## config.mk

```make
export PLATFORM = sky130hd
export DESIGN_NAME = modbus_rtu_frame_checker_top
export DESIGN_NICKNAME = d
export VERILOG_FILES = /design/src/rtl/mrfc_pkg.sv /design/src/rtl/mrfc_front.sv /design/src/rtl/mrfc_queue.sv /design/src/rtl/mrfc_back.sv /design/src/rtl/modbus_rtu_frame_checker_top.sv
export SDC_FILE = /design/constraint.sdc
export NUM_CORES = 1
export LEC_CHECK = 0
export ABC_AREA = 1
export BUFFER_PORTS_ARGS = -buffer_cell sky130_fd_sc_hd__buf_4
export CAP_MARGIN = 20
export CORE_ASPECT_RATIO = 0.9
export CORE_MARGIN = 2
export CORE_UTILIZATION = 53
export DETAILED_ROUTE_END_ITERATION = 12
export PLACE_DENSITY_LB_ADDON = 0.08
export SETUP_SLACK_MARGIN = 0.5
export SKIP_CTS_REPAIR_TIMING = 1
export SLEW_MARGIN = 20
export SYNTH_ARGS = -nofsm -noshare
export SYNTH_HDL_FRONTEND = slang
export SYNTH_SLANG_ARGS = --single-unit
```

## constraint.sdc

```tcl
create_clock -name clk -period 2.54 [get_ports clk]
set_input_delay 0.254 -clock clk [delete_from_list [all_inputs] [get_ports clk]]
set_output_delay 0.254 -clock clk [all_outputs]
set_load 0.05 [all_outputs]
```

## src/rtl/mrfc_pkg.sv

```systemverilog
// mrfc_pkg: shared types, codes and the byte-wide crc-16 update for the modbus rtu
// frame checker. No dependencies; every other file refers to it by scoped names.

package mrfc_pkg;

	localparam int unsigned QueueDepth = 4;
	localparam int unsigned PtrW       = $clog2(QueueDepth);
	localparam int unsigned CntW       = $clog2(QueueDepth + 1);

	localparam logic [15:0] CrcInit    = 16'hFFFF;
	localparam logic [15:0] CrcPoly    = 16'hA001;
	localparam logic [7:0]  FcReadHold = 8'h03;
	localparam logic [7:0]  FcWriteMul = 8'h10;
	localparam logic [7:0]  MinFrame   = 8'd4;
	localparam logic [7:0]  CountMax   = 8'hFF;
	localparam logic [7:0]  OwnAddrRst = 8'd1;

	localparam int unsigned AddrW = 3;
	localparam logic        RegOwnAddress = 1'b0;

	typedef enum logic [1:0] {
		VERDICT_ACCEPT     = 2'd0,
		VERDICT_ADDR_MISS  = 2'd1,
		VERDICT_TOO_SHORT  = 2'd2,
		VERDICT_CRC_MISS   = 2'd3
	} verdict_t;

	typedef enum logic [1:0] {
		CLASS_READ_HOLD = 2'd0,
		CLASS_WRITE_MUL = 2'd1,
		CLASS_ILLEGAL   = 2'd2
	} fclass_t;

	// one classified byte as it leaves the front end
	typedef struct packed {
		logic [7:0] data;
		logic       last;
		logic       feed_crc;
		logic       is_first;
		logic       is_second;
		logic [7:0] count;
	} item_t;

	typedef struct packed {
		verdict_t   verdict;
		logic [7:0] function_code;
		fclass_t    function_class;
		logic [7:0] frame_length;
	} result_t;

	function automatic logic [15:0] crc_feed(input logic [15:0] crc, input logic [7:0] b);
		logic [15:0] c;
		c = crc ^ {8'h00, b};
		for (int k = 0; k < 8; k++) begin
			if (c[0]) begin
				c = (c >> 1) ^ CrcPoly;
			end else begin
				c = c >> 1;
			end
		end
		return c;
	endfunction

	function automatic fclass_t classify(input logic [7:0] code);
		fclass_t f;
		priority if (code == FcReadHold) begin
			f = CLASS_READ_HOLD;
		end else if (code == FcWriteMul) begin
			f = CLASS_WRITE_MUL;
		end else begin
			f = CLASS_ILLEGAL;
		end
		return f;
	endfunction

endpackage

```

## src/rtl/mrfc_front.sv

```systemverilog
// mrfc_front: accepts received bytes, tracks the frame byte count and tags each
// beat with its position in the frame. Depends on mrfc_pkg.

module mrfc_front (
	input  logic          clk,
	input  logic          arst_n,
	input  logic          push,
	input  logic [7:0]    rx_byte,
	input  logic          frame_last,
	input  logic          q_full,
	output logic          q_push,
	output mrfc_pkg::item_t q_item
);

	logic [7:0] count_q;
	logic [7:0] count_next;

	assign count_next = (count_q == mrfc_pkg::CountMax) ? count_q : count_q + 8'd1;

	assign q_push            = push && !q_full;
	assign q_item.data       = rx_byte;
	assign q_item.last       = frame_last;
	assign q_item.feed_crc   = (count_q >= 8'd2);
	assign q_item.is_first   = (count_q == 8'd0);
	assign q_item.is_second  = (count_q == 8'd1);
	assign q_item.count      = count_next;

	always_ff @(posedge clk or negedge arst_n) begin
		if (!arst_n) begin
			count_q <= 8'd0;
		end else if (q_push) begin
			count_q <= frame_last ? 8'd0 : count_next;
		end
	end

endmodule

```

## src/rtl/mrfc_queue.sv

```systemverilog
// mrfc_queue: short fifo of classified bytes between front and back ends.
// Depends on mrfc_pkg for the item type and depth.

module mrfc_queue (
	input  logic            clk,
	input  logic            arst_n,
	input  logic            wr_en,
	input  mrfc_pkg::item_t wr_item,
	input  logic            rd_en,
	output logic            full,
	output logic            valid,
	output mrfc_pkg::item_t rd_item
);

	mrfc_pkg::item_t              mem_q [mrfc_pkg::QueueDepth];
	logic [mrfc_pkg::PtrW-1:0]    wr_ptr_q;
	logic [mrfc_pkg::PtrW-1:0]    rd_ptr_q;
	logic [mrfc_pkg::CntW-1:0]    cnt_q;

	assign full    = (cnt_q == mrfc_pkg::CntW'(mrfc_pkg::QueueDepth));
	assign valid   = (cnt_q != '0);
	assign rd_item = mem_q[rd_ptr_q];

	always_ff @(posedge clk) begin
		if (wr_en) begin
			mem_q[wr_ptr_q] <= wr_item;
		end
	end

	always_ff @(posedge clk or negedge arst_n) begin
		if (!arst_n) begin
			wr_ptr_q <= '0;
			rd_ptr_q <= '0;
			cnt_q    <= '0;
		end else begin
			if (wr_en) begin
				wr_ptr_q <= wr_ptr_q + mrfc_pkg::PtrW'(1);
			end
			if (rd_en) begin
				rd_ptr_q <= rd_ptr_q + mrfc_pkg::PtrW'(1);
			end
			unique case ({wr_en, rd_en})
				2'b10:   cnt_q <= cnt_q + mrfc_pkg::CntW'(1);
				2'b01:   cnt_q <= cnt_q - mrfc_pkg::CntW'(1);
				default: cnt_q <= cnt_q;
			endcase
		end
	end

endmodule

```

## src/rtl/mrfc_back.sv

```systemverilog
// mrfc_back: runs the crc over delayed bytes, keeps the frame header and builds
// the verdict into the result register. Depends on mrfc_pkg.

module mrfc_back (
	input  logic              clk,
	input  logic              arst_n,
	input  logic [7:0]        own_address,
	input  logic              q_valid,
	input  mrfc_pkg::item_t   q_item,
	output logic              q_pop,
	input  logic              pop,
	output logic              empty,
	output mrfc_pkg::result_t res
);

	logic [15:0]       crc_q;
	logic [7:0]        held0_q;
	logic [7:0]        held1_q;
	logic [7:0]        first_q;
	logic [7:0]        second_q;
	logic              res_valid_q;
	mrfc_pkg::result_t res_q;

	logic [15:0]        crc_n;
	logic [7:0]         first_n;
	logic [7:0]         second_n;
	mrfc_pkg::verdict_t verdict_n;
	logic               emit;

	assign q_pop = q_valid && (!q_item.last || !res_valid_q || pop);
	assign emit  = q_pop && q_item.last;
	assign empty = !res_valid_q;
	assign res   = res_q;

	always_comb begin
		crc_n    = q_item.feed_crc ? mrfc_pkg::crc_feed(crc_q, held1_q) : crc_q;
		first_n  = q_item.is_first  ? q_item.data : first_q;
		second_n = q_item.is_second ? q_item.data : second_q;
		priority if (first_n != own_address) begin
			verdict_n = mrfc_pkg::VERDICT_ADDR_MISS;
		end else if (q_item.count < mrfc_pkg::MinFrame) begin
			verdict_n = mrfc_pkg::VERDICT_TOO_SHORT;
		end else if (crc_n[7:0] == held0_q && crc_n[15:8] == q_item.data) begin
			verdict_n = mrfc_pkg::VERDICT_ACCEPT;
		end else begin
			verdict_n = mrfc_pkg::VERDICT_CRC_MISS;
		end
	end

	always_ff @(posedge clk or negedge arst_n) begin
		if (!arst_n) begin
			crc_q    <= mrfc_pkg::CrcInit;
			held0_q  <= 8'd0;
			held1_q  <= 8'd0;
			first_q  <= 8'd0;
			second_q <= 8'd0;
		end else if (q_pop) begin
			if (q_item.last) begin
				crc_q    <= mrfc_pkg::CrcInit;
				held0_q  <= 8'd0;
				held1_q  <= 8'd0;
				first_q  <= 8'd0;
				second_q <= 8'd0;
			end else begin
				crc_q    <= crc_n;
				held0_q  <= q_item.data;
				held1_q  <= held0_q;
				first_q  <= first_n;
				second_q <= second_n;
			end
		end
	end

	always_ff @(posedge clk or negedge arst_n) begin
		if (!arst_n) begin
			res_valid_q <= 1'b0;
		end else if (emit) begin
			res_valid_q <= 1'b1;
		end else if (pop) begin
			res_valid_q <= 1'b0;
		end
	end

	always_ff @(posedge clk) begin
		if (emit) begin
			res_q.verdict        <= verdict_n;
			res_q.function_code  <= second_n;
			res_q.function_class <= mrfc_pkg::classify(second_n);
			res_q.frame_length   <= q_item.count;
		end
	end

endmodule

```

## src/rtl/modbus_rtu_frame_checker_top.sv

```systemverilog
// modbus_rtu_frame_checker_top: modbus rtu frame checker, front end, byte queue,
// back end and the configuration register. Depends on mrfc_pkg and its submodules.
//
// Usage: received bytes enter through push/full, one beat per byte, with
// frame_last set on the final byte of each frame. Each frame gives one result
// beat on the empty/pop side: verdict, function code, its class and the frame
// length (saturating at 255). The crc-16 covers all bytes but the last two and
// is compared low byte first against them.
// Throughput: one byte per cycle while no final byte waits behind an unpopped
// result, set by the byte-wide crc update in the back end. A final byte passes
// through the byte queue and then into the registered result beat.
// The four-entry byte queue decouples the sides: while a result waits for pop,
// non-final bytes keep draining; the next final byte waits in the queue, and
// full rises once the queue holds four bytes.
// Reset clears the frame state, empties the queue and result register and sets
// own_address to 1. own_address is written at byte address 0 of the apb port
// and should change only while no frame is in flight.

module modbus_rtu_frame_checker_top (
	input  logic                       clk,
	input  logic                       arst_n,
	input  logic                       psel,
	input  logic                       penable,
	input  logic                       pwrite,
	input  logic [mrfc_pkg::AddrW-1:0] paddr,
	input  logic [31:0]                pwdata,
	output logic [31:0]                prdata,
	output logic                       pready,
	input  logic                       push,
	output logic                       full,
	input  logic [7:0]                 rx_byte,
	input  logic                       frame_last,
	output logic                       empty,
	input  logic                       pop,
	output logic [1:0]                 verdict,
	output logic [7:0]                 function_code,
	output logic [1:0]                 function_class,
	output logic [7:0]                 frame_length
);

	logic [7:0]        own_address_q;
	logic              q_push;
	logic              q_pop;
	logic              q_valid;
	mrfc_pkg::item_t   wr_item;
	mrfc_pkg::item_t   rd_item;
	mrfc_pkg::result_t res;

	assign pready = 1'b1;
	assign prdata = (paddr[2] == mrfc_pkg::RegOwnAddress) ? {24'd0, own_address_q} : 32'd0;

	always_ff @(posedge clk or negedge arst_n) begin
		if (!arst_n) begin
			own_address_q <= mrfc_pkg::OwnAddrRst;
		end else if (psel && penable && pwrite && paddr[2] == mrfc_pkg::RegOwnAddress) begin
			own_address_q <= pwdata[7:0];
		end
	end

	mrfc_front u_front (
		.clk        (clk),
		.arst_n     (arst_n),
		.push       (push),
		.rx_byte    (rx_byte),
		.frame_last (frame_last),
		.q_full     (full),
		.q_push     (q_push),
		.q_item     (wr_item)
	);

	mrfc_queue u_queue (
		.clk     (clk),
		.arst_n  (arst_n),
		.wr_en   (q_push),
		.wr_item (wr_item),
		.rd_en   (q_pop),
		.full    (full),
		.valid   (q_valid),
		.rd_item (rd_item)
	);

	mrfc_back u_back (
		.clk         (clk),
		.arst_n      (arst_n),
		.own_address (own_address_q),
		.q_valid     (q_valid),
		.q_item      (rd_item),
		.q_pop       (q_pop),
		.pop         (pop),
		.empty       (empty),
		.res         (res)
	);

	assign verdict        = res.verdict;
	assign function_code  = res.function_code;
	assign function_class = res.function_class;
	assign frame_length   = res.frame_length;

endmodule

```

==> flow_metrics.tcl, run 1 <==
set metrics [dict create \
    outcome "finished with violations" \
    violations "hold timing" \
    ys_warn_count 0 \
    period_needed_ps 2355 \
    clk_latency_ps 430 \
    route.detailed.drc 0 \
    synth_cell_types 38 \
    boundaryPins 106 \
    detail-route-antenna-nets 0 \
    h-tree-depth 4 \
    rsz0062_at_grt "true" \
    synth_top_family_by_area "simple AND/OR/NAND/NOR gates" \
    syn_area_mm2 0.008357 \
    synthAdderAreaFrac_pct 1.587 \
    hold_path.class "in -> async" \
    synthSimpleGateAreaFrac_pct 19.75 \
    synth_xor_area_share_pct 1.677 \
    irDropWorstVdd_mv 0.8543 \
    tightest_slew_ps 966.3 \
    fp.dieH_um 123.1 \
    gp_congestion 0.8561 \
    routed_wl_mm 19.36 \
    synth_compound_area_share_pct 9.567 \
    num_vias 6408 \
    core-area_mm2 0.01544 \
    dp_hpwl_mm 11.94 \
    cp_max_fo 6 \
    power.density_mw_per_mm2 1535 \
    async_flop_share_pct 41.86 \
    die_width_um 136.4 \
    synth_area_leaders "edfxtp_1, dfrtp_1, nand2_1" \
    cts_tree "done" \
    synth-seq-cells 172 \
    arrival_ps 2660 \
    hold_violations 19 \
    drt_iter0_markers 476 \
    crit_type "reg -> reg" \
    numClockSinks 172 \
    setup_tns_ps 0 \
    grt_pass1_wl_mm 28.77 \
    grt-ovfl-total 0 \
    fin_util_pct 65.21 \
    p_leak_uw 0.004572 \
    syn_inst 920 \
    critPathLaunchType "register" \
    worst_hold_slack_ps -42.29 \
    track_usage_pct 22.70 \
    wire_per_inst_um 15.80 \
    seq_area_frac_synth_pct 57.75 \
    die_area_mm2 0.01679 \
    synth_flop_cell "edfxtp_1" \
    slew_viol_final 0 \
    vias_per_cell 5.231 \
    io_buffer_count 54 \
    r2r_slack_ps 180 \
    row_count 43 \
    drive_above_1_share_pct 20.82 \
    antenna_found_initial 0 \
    muxShareOfSynthArea_pct 0 \
    cts_made_buffers 17 \
    clkTransAtPathRegs_ps 70 \
    worstSetupEndpointType "register" \
    syn_area_per_cell_um2 9.083 \
    diodes 0 \
    synth_top_area_share_pct 35.93 \
    timing.slew.headroom_pct 35.58 \
    yosysTopAreaCell "edfxtp_1" \
    area_growth_pct 20.48 \
    worst_clock_skew_ps 10.35 \
    finalSetupViolCount 0 \
    synth_edf_count 100 \
    grt_pass1_vias 5663 \
    firstDrtPassIters 6 \
    fmax_ghz 0.4246 \
    power.total_uw 15450 \
    drv_cap 0 \
    grt_max_degree 73 \
    fin_crit_sh_pct 92.72 \
    start_util_pct 54.12 \
    clock-root-buffer "clkbuf_16" \
    cp.required_ps 2840 \
    fin_nets 1071 \
    cts_buffer_depth 2 \
]
==> final cells by class <==
cell class	instances	area (um2)
well taps	202	252.7
clock inverters	14	133.9
flip-flops and latches	172	4826
inverters	119	465.4
fillers	1289	5373
repair buffers	98	887.1
multi-input cells	602	3074
clock buffers	18	429.2
==> cell families after synthesis <==
group           count (synthesis)
simple gates                  406
buf+inv                       173
flops                         172
compound gates                141
xor+xnor                       16
fa+ha+maj                      10
other cells                     2
==> cells in the final DEF (no fill, tap or decap), types with 3 or more instances in the layout <==
cell type / Yosys / final
a21oi_1: 15 / 12
buf_12: 0 / 7
buf_4: 30 / 83
buf_6: 3 / 3
clkbuf_16: 0 / 19
clkinvlp_4: 0 / 4
conb_1: 2 / 25
dfrtp_1: 55 / 55
dfstp_2: 17 / 17
edfxtp_1: 100 / 100
ha_1: 9 / 8
inv_1: 113 / 110
inv_2: 4 / 3
inv_4: 1 / 3
inv_6: 0 / 3
inv_8: 0 / 3
nand2_1: 267 / 248
nand2_2: 4 / 18
nand2_4: 0 / 7
nand3_1: 51 / 49
nand4_1: 4 / 4
nor2_1: 66 / 57
nor2_2: 0 / 9
nor3_1: 5 / 4
o21ai_0: 74 / 58
o21ai_1: 9 / 23
o21ai_2: 3 / 3
o22ai_1: 33 / 33
o22ai_2: 1 / 3
xor2_1: 15 / 13
==> critical path, cell delays in order (launching register included) <==
cell and delay, ps:
dfrtp_1 420, buf_6 160, inv_8 50, buf_12 130, buf_8 120, nand2_4 40
a32o_1 160, inv_2 40, nand2_2 70, nand2_4 70, inv_4 100, ha_4 140
inv_4 40, fa_2 340, a21oi_2 130, o21ai_1 90, xor2_1 140
==> cells in the mapped netlist (15+ instances only) <==
library cell	number
o22ai_1	33
inv_1	113
buf_4	30
o21ai_0	74
nor2_1	66
a21oi_1	15
nand3_1	51
edfxtp_1	100
dfrtp_1	55
dfstp_2	17
xor2_1	15
nand2_1	267
==> state kept, by name (all words and copies together), names as in the netlist <==
| register | cells |
|---|---|
| u_queue.cnt_q | 3 |
| u_back.res_valid_q | 1 |
| u_queue.rd_ptr_q | 2 |
| u_queue.wr_ptr_q | 2 |
| u_queue.mem_q | 80 |
| u_back.first_q | 8 |
| u_back.crc_q | 16 |
| u_back.res | 20 |
| u_back.held0_q | 8 |
| u_front.count_q | 8 |
| own_address_q | 8 |
| u_back.second_q | 8 |
| u_back.held1_q | 8 |
==> final timing paths <==
check / to / startpoint / cells past startpoint
min in group clk: u_queue.mem_q[1][13] / rx_byte[1] / 1
setup reg to reg: u_queue.cnt_q[2] / u_queue.rd_ptr_q[0] / 16
hold / removal: u_queue.rd_ptr_q[0] / arst_n / 1
setup / recovery: u_queue.cnt_q[2] / u_queue.rd_ptr_q[0] / 16
hold reg to reg: u_queue.cnt_q[0] / u_queue.cnt_q[0] / 1
max in group asynchronous: u_back.held1_q[4] / arst_n / 1
==> stage by stage <==
step                      setup WS, ps  cells  area, um2
after global routing             64.13   1225      10070
after global placement           92.69   1170       9012
after CTS                        78.79   1202       9575
after floorplan                  431.2    943       8481
final                            184.9   1225      10070
after detailed placement         83.93   1170       9012
==> metal layers <==
metal  GRT usage, %  wire length (um)  vias up
li1               -                 -     3143
met1          32.16              8921     3046
met2          35.43              9073      191
met3          5.084               958       28
met4          6.576               406        0
met5              0                 0        -
==> power breakdown <==
part	total (uW)	switching [uW]	internal, uW
logic	8450	5560	2890
clock network	2490	1120	1370
registers	4520	381	4130
total	15500	7060	8390
Power figures use the tool's default switching activity.
==> run 2, diff against run 1 <==
- CORE_ASPECT_RATIO: 0.9 -> unset
- SKIP_LAST_GASP: unset -> 1
==> flow_metrics.tcl, run 2 (same netlist as run 1, synthesis figures left out) <==
set metrics [dict create \
    outcome "finished with violations" \
    violations "hold timing" \
    drive_above_1_share_pct 20.69 \
    final_common_cell "nand2_1" \
    layout_common_cells "nand2_1, inv_1, edfxtp_1" \
    finalWorstSetupSlack_ps 200.0 \
    multi_input_area_mm2 0.003052 \
    gp_congestion 0.8483 \
    p_sw_uw 6985 \
    drv_cap 0 \
    r2r.worst_path.cells 15 \
    fin_nets 1068 \
    critPathSlowestCell "dfrtp_2" \
    hold_path.class "in -> async" \
    fill_cells 1222 \
    r2r_slack_ps 200 \
    worst_hold_slack_ps -45.63 \
    timing.slew.headroom_pct 36.31 \
    fp.dieH_um 129.6 \
    die_width_um 129.6 \
    seqPwrFrac_pct 29.3 \
    cts_buffer_depth 2 \
    row_count 45 \
    critPathLaunchType "register" \
    cp_max_fo 12 \
    cp_cell_sequence "buf_6, o21ai_0, nand2_1, nand2_2, inv_2, nand3_1, nand2_1, nor2_1, nand2_1, nor2_1, nand2_1, nor2_1, nand3_1, o21ai_1, nand2_1" \
    power.internal_uw 8562 \
    cts_tree "done" \
    hold_violations 15 \
    io_buffer_count 54 \
    clock-root-buffer "clkbuf_16" \
    grt_pass1_wl_mm 28.55 \
    track_usage_pct 22.24 \
    routed_wl_mm 18.51 \
    arrival_ps 2530 \
    r2r_end "u_back.res[18]" \
    start_util_pct 54.57 \
    route.detailed.drc 0 \
    cp.required_ps 2730 \
    die_area_mm2 0.01679 \
    area_growth_pct 20.62 \
    fin_util_pct 65.82 \
    clk_latency_ps 430 \
    core-area_mm2 0.01531 \
    dp_hpwl_mm 11.90 \
    largest_register "u_queue.mem_q" \
    cts_made_buffers 17 \
    drt_iter0_markers 585 \
    vias_per_cell 5.177 \
    fmax_ghz 0.4273 \
    slew_viol_final 0 \
    crit_top_cell "nand2_1" \
    period_needed_ps 2340 \
    irDropWorstVdd_mv 0.6687 \
    wire_per_inst_um 15.04 \
    clkTransAtPathRegs_ps 70 \
    num_vias 6373 \
    slowest_delay_ps 490 \
    boundaryPins 106 \
    pwr-share-clk_pct 18.0 \
    power.density_mw_per_mm2 1542 \
    ff_latch_area_mm2 0.004828 \
    tightest_slew_ps 955.4 \
    rsz0062_at_grt "true" \
    antenna_found_initial 0 \
    crit_type "reg -> reg" \
    detail-route-antenna-nets 0 \
    comb_power_share_pct 52.7 \
    firstDrtPassIters 4 \
    dp_slack_ps 37.52 \
    worstSetupEndpointType "register" \
    grt-ovfl-total 0 \
    rr_startpoint "u_queue.rd_ptr_q[0]" \
    fin_crit_sh_pct 92.13 \
    h-tree-depth 4 \
    numClockSinks 172 \
    largest_register_ffs 80 \
    grt_max_degree 72 \
    finalSetupViolCount 0 \
    diodes 0 \
    p_leak_uw 0.004556 \
    endpoint "u_back.res[18]" \
    startpoint "u_queue.rd_ptr_q[0]" \
    grt_pass1_vias 5784 \
    worst_clock_skew_ps 7.623 \
    p_sw_share_pct 44.93 \
]
run 2: per-stage QoR:
stage	instances	power (uW)	area [um2]	hold slack, ps	setup TNS [ps]
2_1_floorplan	943	9794	8481	-41.59	0
3_3_place_gp	1180	11580	9016	454.8	0
3_5_place_dp	1180	11720	9016	457.6	0
4_1_cts	1212	14560	9654	2.094	-3.167
5_1_grt	1231	16620	10080	4.922	0
6_report	1231	15550	10080	-45.63	0
run 2: final cells by class:
type	instances	share of cell area, %
timing repair buffer	95	8.106
inverter	119	4.618
tap	211	2.619
clock buffer	17	4.220
timing repair inverter	2	0.1490
sequential	172	47.90
multi-input combinational	600	30.28
clock inverter	15	2.110
run 2: worst min path at each step:
stage | cells after the start | slack, ps | end
after floorplan | 0 | -40 | own_address_q[1]
after global placement | 2 | 450 | u_back.res_valid_q
after detailed placement | 1 | 460 | u_queue.mem_q[3][16]
after CTS | 1 | 2 | u_back.held1_q[2]
after global routing | 1 | 5 | u_queue.mem_q[2][14]
final | 1 | -50 | u_back.held1_q[2]
run 2: critical path: cells and delay by family, from the launching register on:
kind	cells	cell delay [ps]
and+or+nand+nor	11	1030
DFF	1	490
AOI/OAI and AO/OA	2	310
buffers and inverters	2	250
run 2: metal layers:
layer	part of all wire, %	vias to the layer above	global-route usage [%]
met5	0	-	0
met4	2.1	0	7.527
met3	5.0	37	4.542
met2	48	180	37.45
met1	44	3014	28.91
li1	-	3142	-
run 2: power groups by stage:
stage          logic (uW)  registers (uW)  clock network, uW
2_1_floorplan        4770            5020                  0
3_3_place_gp         7030            4550                  0
3_5_place_dp         7140            4570                  0
4_1_cts              7200            4530               2830
5_1_grt              9030            4630               2950
6_report             8190            4550               2800
==> run 3, diff against run 2 <==
- CORE_UTILIZATION: 53 -> 58
- clock period: 2.54 -> 2.6 ns (I/O delays scaled with it)
==> flow_metrics.tcl, run 3 (same netlist as run 1, synthesis figures left out) <==
set metrics [dict create \
    rr_startpoint "u_queue.rd_ptr_q[0]" \
    cts_buffer_depth 2 \
    cp.required_ps 2960 \
    setup_tns_ps 0 \
    drive_above_1_share_pct 19.51 \
    violations "hold timing" \
    drv_cap 0 \
    fill_cells 1063 \
    worst_hold_slack_ps -40.23 \
    track_usage_pct 24.66 \
    hold_path.class "in -> async" \
    power.internal_uw 7999 \
    largest_register "u_queue.mem_q" \
    boundaryPins 106 \
    cp_max_fo 17 \
    diodes 0 \
    clock-root-buffer "clkbuf_16" \
    grt_pass1_wl_mm 28.92 \
    layout_common_cells "nand2_1, inv_1, edfxtp_1" \
    fmax_ghz 0.4271 \
    clkTransAtPathRegs_ps 70 \
    cts_tree "done" \
    comb_power_share_pct 52.2 \
    firstDrtPassIters 5 \
    dpl.cell_count 1144 \
    die_area_mm2 0.01538 \
    rsz0062_at_grt "true" \
    r2r_slack_ps 260 \
    slew_viol_final 0 \
    grt_pass1_vias 5998 \
    power.total_uw 14800 \
    final_common_cell "nand2_1" \
    antenna_found_initial 0 \
    core-area_mm2 0.01399 \
    dp_hpwl_mm 12.48 \
    detail-route-antenna-nets 0 \
    pwr-share-clk_pct 17.8 \
    wire_per_inst_um 15.64 \
    route.detailed.drc 0 \
    worst_clock_skew_ps 7.215 \
    clk_latency_ps 430 \
    p_sw_uw 6799 \
    endpoint "u_queue.cnt_q[1]" \
    largest_register_ffs 80 \
    power.density_mw_per_mm2 1497 \
    p_leak_uw 0.004504 \
    fp.dieH_um 124.0 \
    grt-ovfl-total 0 \
    io_buffer_count 54 \
    arrival_ps 2700 \
    period_needed_ps 2341 \
    slowest_delay_ps 490 \
    area_growth_pct 18.28 \
    fin_util_pct 70.66 \
    ff_latch_area_mm2 0.004827 \
    fin_nets 1063 \
    startpoint "u_queue.rd_ptr_q[0]" \
    row_count 43 \
    r2r.worst_path.cells 12 \
    gp_congestion 0.8648 \
    cp_cell_sequence "inv_6, buf_6, nand2_1, a32o_2, inv_2, nand2_1, nand2_4, inv_4, ha_4, inv_2, fa_2, o21ai_1" \
    timing.slew.headroom_pct 36.54 \
    start_util_pct 59.74 \
    die_width_um 124.0 \
    instances_no_fill 1195 \
    cts_made_buffers 17 \
    dp_slack_ps 63.51 \
    hold_violations 15 \
    finalWorstSetupSlack_ps 258.9 \
    h-tree-depth 4 \
    seqPwrFrac_pct 30.0 \
    routed_wl_mm 18.69 \
    multi_input_area_mm2 0.003000 \
    tightest_slew_ps 951.8 \
    r2r_end "u_queue.cnt_q[1]" \
    finalSetupViolCount 0 \
    outcome "finished with violations" \
    worstSetupPathDepth 12 \
    critPathLaunchType "register" \
    crit_type "reg -> reg" \
    vias_per_cell 5.370 \
    irDropWorstVdd_mv 1.017 \
    fin_crit_sh_pct 90.04 \
    crit_buf_inv 5 \
    worstSetupEndpointType "register" \
    numClockSinks 172 \
    drt_iter0_markers 518 \
    p_sw_share_pct 45.94 \
    num_vias 6417 \
    grt_max_degree 73 \
    critPathTopFamily "adder cells" \
    critPathSlowestCell "dfrtp_2" \
]
run 3: cell count changes in the layout (fill, tap and decap cells not counted), moves of 3 or more:
cell      delta
o21ai_1      +7
o21ai_2      -4
buf_12       -3
clkinv_1     -3
inv_8        +3
nand2_1      -3
run 3: routing by layer:
layer  global-route usage (%)  share of wire [%]
met1                    31.19                 42
met2                    41.83                 51
met3                    6.502                5.7
met4                    7.374                1.4
met5                        0                  0
run 3: stage by stage:
step,hold slack (ps),cell area (um2)
final,-40.23,9884
after floorplan,-35.59,8481
after CTS,-5.941,9535
after global placement,458.7,8920
after detailed placement,462.3,8920
after global routing,1.212,9884
run 3: layout make-up:
type                       instances  area share [%]
sequential                       172           48.84
clock inverter                    15           1.924
tap                              180           2.278
timing repair inverter             1         0.07595
inverter                         119           4.734
clock buffer                      17           4.304
timing repair buffer              91           7.494
multi-input combinational        600           30.35
run 3: worst min-delay path by stage:
stage	startpoint	end	slack (ps)	depth (start not counted)
global route	rx_byte[5]	u_queue.mem_q[1][17]	1	1
global placement	arst_n	u_back.held1_q[3]	460	1
floorplan	arst_n	own_address_q[1]	-40	0
detailed placement	arst_n	u_back.held1_q[2]	460	1
finish	arst_n	u_back.held1_q[2]	-40	1
CTS	arst_n	u_back.held1_q[2]	-6	1
run 3: power groups by stage:
stage | Sequential (uW) | Combinational (uW) | Clock, uW
floorplan | 4900 | 4660 | 0
global placement | 4430 | 6680 | 0
detailed placement | 4460 | 6930 | 0
CTS | 4420 | 6950 | 2670
global route | 4520 | 8520 | 2780
finish | 4440 | 7730 | 2630
